--- src/rtl/sample_history_ring_buffer_top_assert.svh ---
// Assertion macros shared by the sample history ring buffer modules.
`ifndef SAMPLE_HISTORY_RING_BUFFER_TOP_ASSERT_SVH
`define SAMPLE_HISTORY_RING_BUFFER_TOP_ASSERT_SVH

// Same-cycle implication, sampled on clk and disabled while rst_n is low.
`define SHRB_ASSERT_NOW(lbl, ante, cons) \
    lbl: assert property (@(posedge clk) disable iff (!rst_n) (ante) |-> (cons)) \
        else $error("same-cycle check failed");

// Next-cycle implication, sampled on clk and disabled while rst_n is low.
`define SHRB_ASSERT_NEXT(lbl, ante, cons) \
    lbl: assert property (@(posedge clk) disable iff (!rst_n) (ante) |=> (cons)) \
        else $error("next-cycle check failed");

`endif

--- src/rtl/shrb_pkg.sv ---
// Types, constants and defaults shared by the sample history ring buffer.
package shrb_pkg;

    localparam int CAPACITY_DEF    = 65536;
    localparam int SAMPLE_BITS_DEF = 32;

    localparam int TIME_W   = 48;
    localparam int POS_W    = 16;
    localparam int FLEN_W   = 13;
    localparam int SAMPLE_W = 32;
    localparam int DIFF_W   = TIME_W + 2;

    localparam int IN_TDATA_W  = SAMPLE_W + TIME_W + TIME_W + POS_W;
    localparam int OUT_TDATA_W = SAMPLE_W + POS_W;

    localparam int APB_ADDR_W = 3;
    localparam int APB_DATA_W = 32;

    localparam logic [FLEN_W-1:0] FLEN_RESET = FLEN_W'(1024);
    localparam logic              REG_FRAME_LENGTH = 1'b0;

    localparam logic OP_STORE = 1'b0;
    localparam logic OP_READ  = 1'b1;

    // Remainder unit: quotient bits resolved per cycle, and cycles per item.
    localparam int DIV_BITS_PER_CYCLE = 4;
    localparam int DIV_CYCLES         = POS_W / DIV_BITS_PER_CYCLE;

    typedef enum logic [2:0] {
        ST_IDLE,
        ST_DIFF,
        ST_OFFS,
        ST_ADDR,
        ST_DATA,
        ST_RESULT
    } state_t;

    typedef struct packed {
        logic accept;
        logic store;
        logic calc_diff;
        logic calc_offs;
        logic rd_en;
        logic div_step;
        logic load_out;
    } ctrl_cmd_t;

    typedef struct packed {
        logic op;
        logic out_free;
    } dp_status_t;

endpackage

--- src/rtl/shrb_ctrl.sv ---
// Controller state machine sequencing stores and replay reads.
`include "sample_history_ring_buffer_top_assert.svh"

module shrb_ctrl import shrb_pkg::*; (
    input  logic       clk,
    input  logic       rst_n,
    input  logic       s_tvalid,
    output logic       s_tready,
    input  dp_status_t status,
    output ctrl_cmd_t  cmd
);

    state_t state_reg, state_next;

    always_ff @(posedge clk or negedge rst_n)
    begin
        if (!rst_n)
        begin
            state_reg <= ST_IDLE;
        end
        else
        begin
            state_reg <= state_next;
        end
    end

    always_comb
    begin
        state_next = state_reg;
        unique case (state_reg)
            ST_IDLE:
            begin
                if (s_tvalid && (status.op == OP_READ))
                begin
                    state_next = ST_DIFF;
                end
            end
            ST_DIFF:   state_next = ST_OFFS;
            ST_OFFS:   state_next = ST_ADDR;
            ST_ADDR:   state_next = ST_DATA;
            ST_DATA:   state_next = ST_RESULT;
            ST_RESULT:
            begin
                if (status.out_free)
                begin
                    state_next = ST_IDLE;
                end
            end
            default:   state_next = ST_IDLE;
        endcase
    end

    always_comb
    begin
        cmd      = '0;
        s_tready = 1'b0;
        unique case (state_reg)
            ST_IDLE:
            begin
                s_tready   = 1'b1;
                cmd.accept = s_tvalid;
                cmd.store  = s_tvalid && (status.op == OP_STORE);
            end
            ST_DIFF:
            begin
                cmd.calc_diff = 1'b1;
                cmd.div_step  = 1'b1;
            end
            ST_OFFS:
            begin
                cmd.calc_offs = 1'b1;
                cmd.div_step  = 1'b1;
            end
            ST_ADDR:
            begin
                cmd.rd_en    = 1'b1;
                cmd.div_step = 1'b1;
            end
            ST_DATA:
            begin
                cmd.div_step = 1'b1;
            end
            ST_RESULT:
            begin
                cmd.load_out = status.out_free;
            end
            default:
            begin
                cmd = '0;
            end
        endcase
    end

    // A read request starts the sequence; a finished result waits for a free output.
    `SHRB_ASSERT_NEXT(a_read_starts, cmd.accept && (status.op == OP_READ), state_reg == ST_DIFF)
    `SHRB_ASSERT_NEXT(a_result_waits, (state_reg == ST_RESULT) && !status.out_free,
                      state_reg == ST_RESULT)

endmodule

--- config.mk ---
export PLATFORM = sky130hd
export DESIGN_NAME = shrb_ctrl
export DESIGN_NICKNAME = d
export VERILOG_FILES = /design/src/rtl/shrb_pkg.sv /design/src/rtl/shrb_ctrl.sv
export VERILOG_INCLUDE_DIRS = /design/src /design/src/rtl
export SDC_FILE = /design/constraint.sdc
export NUM_CORES = 1
export LEC_CHECK = 0
export ABC_AREA = 1
export BUFFER_PORTS_ARGS = -buffer_cell sky130_fd_sc_hd__buf_2
export CORE_AREA = 2 2 39 41
export DETAILED_ROUTE_END_ITERATION = 8
export DIE_AREA = 0 0 41 43
export SLEW_MARGIN = 20
export SYNTH_ARGS = -nofsm -noshare
export SYNTH_HDL_FRONTEND = slang
export SYNTH_SLANG_ARGS = --single-unit
--- constraint.sdc ---
create_clock -name clk -period 1.08 [get_ports clk]
set_input_delay 0.216 -clock clk [delete_from_list [all_inputs] [get_ports clk]]
set_output_delay 0.216 -clock clk [all_outputs]
set_load 0.02 [all_outputs]
* After elaboration in Yosys (flattened, before gate mapping)
Index checks and enable logic that the tools add are counted.
Widths: inputs -> output; s select.
** Operators by class
- Equal/unequal tests :: 7
- Mux-type cells :: 10
- Bitwise operators :: 1
- Reductions and logical operators :: 5
** Operators with widths (count)
- $pmux 3 s6 :: 1
- $eq 3x2->1 const B :: 2
- $eq 3x3->1 const B :: 2
- $mux 1 :: 6
- $mux 3 :: 2
- $ne 2x2->1 const B :: 2
- $reduce_or 4->1 :: 1
- $eq 3x1->1 const B :: 1
- $logic_not 3->1 :: 1
- $logic_and 1x1->1 :: 2
- $mux 2 :: 1
- $reduce_and 2->1 :: 1
- $not 1->1 :: 1
** Word-level totals
- Register bits after elaboration :: 3
- Output and inout bits :: 8
- Word-level logic and storage cells :: 24

* Longest topological paths before layout
- Word-level depth :: 3
- Gate-level depth with buffers :: 4

* Least setup slack after synthesis
OpenSTA, ideal clock, no wires.
- Path type :: register to output
- Start point :: reg state_reg[0]
- End point :: out cmd[0] in the netlist's numbering
- Arrival :: 1154 ps
- Slack :: -290 ps
- Stages on the path, launching flop included :: 3
- Buffers on the path :: 0
- Cells stage by stage :: dfrtp_1 > inv_1 > nor4_1
** RTL lines
- from (decl) :: line shrb_ctrl.sv:13 : state_t state_reg, state_next;
- from (signal assigned) :: line shrb_ctrl.sv:23 : state_reg <= state_next;
- to (decl) :: line shrb_ctrl.sv:10 : output ctrl_cmd_t cmd

==> key figures <==
Run status
  – Status: finished with violations
  – Violated checks: setup timing

Synth
  – Syn_nets: 34
  – Register bit total from synthesis: 3
  – Netlist cell types: 11
  – Syn Area/Cell: 6.515 sq um
  – Seq/Total Area, Yosys: 39.74%
  – Mapped cell area: 188.9 sq um
  – Syn. warnings: 0
  – Synth Instances: 29

Power and ir drop
  – Pwr per Cell Area: 3357 nW/um^2
  – Internal Power: 0.8303 mW
  – Comb power frac: 73.7%
  – Final Power: 1.550 mW
  – Psw: 0.7197 mW
  – Clock network power share: 12.8%
  – Leakage: 0.2321 nW
  – Sequential power share: 13.5%
  – Switching Fraction: 46.43%
  – Peak supply drop: 1129 uV

CTS
  – Clk sink count: 3
  – Root Driver: clkbuf_4
  – CTS tree: built
  – Clock insertion delay at the later pin of the skew report: 0.24 ns
  – Post-CTS setup buffers: 0
  – H-tree depth: 1
  – CTS Buffer Depth: 2
  – Num CTS Buffers: 3
  – Clock-pin transition on the worst setup and hold timing paths: 0.04 ns

STA
  – Worst slew margin: 86.43%
  – Final Max Slew Viols: 0
  – Post-layout minimum cycle time: 1.401 ns
  – Fmax: 714.0 MHz
  – Worst slew pin tran: 0.2020 ns
  – Final hold violation count: 0
  – WHS: 0.3100 ns
  – Final period util: 129.7%
  – Clock Skew: 0.003861 ns
  – # setup viols final: 8
  – RSZ-0062 raised after global routing: yes
  – Worst setup margin: -0.3206 ns

Cells and area
  – Max reg flops: 3
  – Share of cells above drive strength 1: 67.31%
  – Commonest non-fill, non-tap cells in the layout: buf_6, buf_4, inv_1, buf_2
  – Antenna diodes: 0
  – Fin nets: 58
  – Synthesis-to-layout area growth: 144.4%

Die
  – Die area: 1763 sq um
  – Initial core utilization: 13.65%
  – # IOs: 13
  – Die H: 43 um
  – CORE AREA: 1384 sq um
  – Die Width: 41 um
  – Site Rows: 14

Routing
  – Drt drc: 0
  – Avg Vias per Cell: 3.897
  – WL final: 701 um
  – Via count: 265
  – Drt initial violations: 8
  – Antenna Violating Nets Remaining: 0
  – Drt pass-1 iters: 3
  – Post-DR wirelength/cell: 10.31 um

Setup path
  – Kind of critical path: reg2out
  – R2R setup slack: 0.08 ns
  – Crit path required time: 0.86 ns
  – R2R Path Start: state_reg[1]
  – Worst path arrival time: 1.18 ns
  – R2R Path End: state_reg[2]
  – Setup crit end kind: primary output
  – Cells on worst reg2reg path: 4
  – Startpoint types: register
  – CP Max Fanout: 6

Hold path
  – Worst Hold Class: in2async

Global routing
  – GRT Util Overall: 10.07%
  – Gr ovfl total: 0
  – Global-route wire length before repair: 1035 um
  – Antenna violations before repair: 0
  – Maximum number of pins on one net before global-route repair: 7
  – Vias in the first global route: 265

Placed design
  – Final HPWL from detailed placement: 462.8 um
  – RD Place Congestion: 0.7429
  – I/O Buffers: 12

Flow run
  – Max-cap viol count: 0
-- worst max-delay path, stage by stage (launching register included) --
cell and delay [ns]:
dfrtp_1 0.38, buf_4 0.17, nor4_4 0.21, buf_4 0.18
-- cell usage after synthesis, drive strengths merged --
| library cell | instances | area share (%) |
|---|---|---|
| inv | 7 | 14 |
| nand2 | 5 | 9.9 |
| nor2 | 5 | 9.9 |
| dfrtp | 3 | 40 |
| o21ai | 3 | 7.9 |
| nor3 | 2 | 5.3 |
| a21oi | 1 | 2.6 |
| nand3b | 1 | 4.0 |
| nand4 | 1 | 3.3 |
| nor4 | 1 | 3.3 |
-- cell type report --
| class | instances | area, sq um |
|---|---|---|
| clock buffers | 4 | 26.28 |
| fillers | 149 | 922.1 |
| inverters | 7 | 28.78 |
| multi-input cells | 19 | 150.1 |
| flip-flops and latches | 3 | 75.07 |
| well taps | 16 | 20.02 |
| repair buffers | 19 | 161.4 |
-- routing by layer --
metal / vias up / track usage (%) / wire length [um]
li1: 138 / - / -
met1: 118 / 11.04 / 276
met2: 9 / 11.25 / 381
met3: 0 / 3.141 / 43
met4: 0 / 16.00 / 0
met5: - / 0 / 0
-- kinds of logic after synthesis --
group                  Yosys count  share of synthesized area, %
AND/OR/NAND/NOR                 15                         35.77
flip-flops                       3                         39.73
AO/OA/AOI/OAI                    4                         10.59
buffers and inverters            7                         13.91
-- through the flow --
step	setup TNS (ns)	instances	instance area [sq um]	utilization, %	worst slack [ns]
global placement	-0.4582	63	339.1	24.50	-0.1193
floorplan	-0.2756	29	214.0	-	-0.07996
CTS	-2.223	68	424.2	30.65	-0.3225
finish	-2.104	68	461.7	33.36	-0.3206
detailed placement	-0.5182	63	339.1	24.50	-0.1291
global route	-2.651	68	461.7	33.36	-0.3917
-- worst max-delay path by stage --
stage	start	to	slack, ns	cells after the start
4_1_cts	state_reg[0]	cmd[0]	-0.32	4
5_1_grt	state_reg[1]	cmd[0]	-0.39	3
6_report	state_reg[1]	cmd[0]	-0.32	3
3_5_place_dp	state_reg[0]	cmd[5]	-0.13	4
3_3_place_gp	state_reg[2]	cmd[5]	-0.12	4
2_1_floorplan	state_reg[1]	cmd[0]	-0.08	1
-- power groups by stage --
stage | combinational (mW) | clock (mW) | sequential (mW)
after detailed placement | 0.801 | 0 | 0.198
final | 1.14 | 0.198 | 0.209
after global routing | 1.23 | 0.221 | 0.217
after floorplan | 0.420 | 0 | 0.228
after global placement | 0.801 | 0 | 0.194
after CTS | 1.00 | 0.205 | 0.209
-- what timing repair did --
action | 4_1_cts | 5_1_grt
endpoints found under the setup margin | 8 | 8
gates resized for setup | 20 | 10
pin swaps | 3 | 4
hold endpoints to repair | 3 | 0
hold buffers | 1 | 0
No activity file was read; power rests on OpenSTA's default activity.
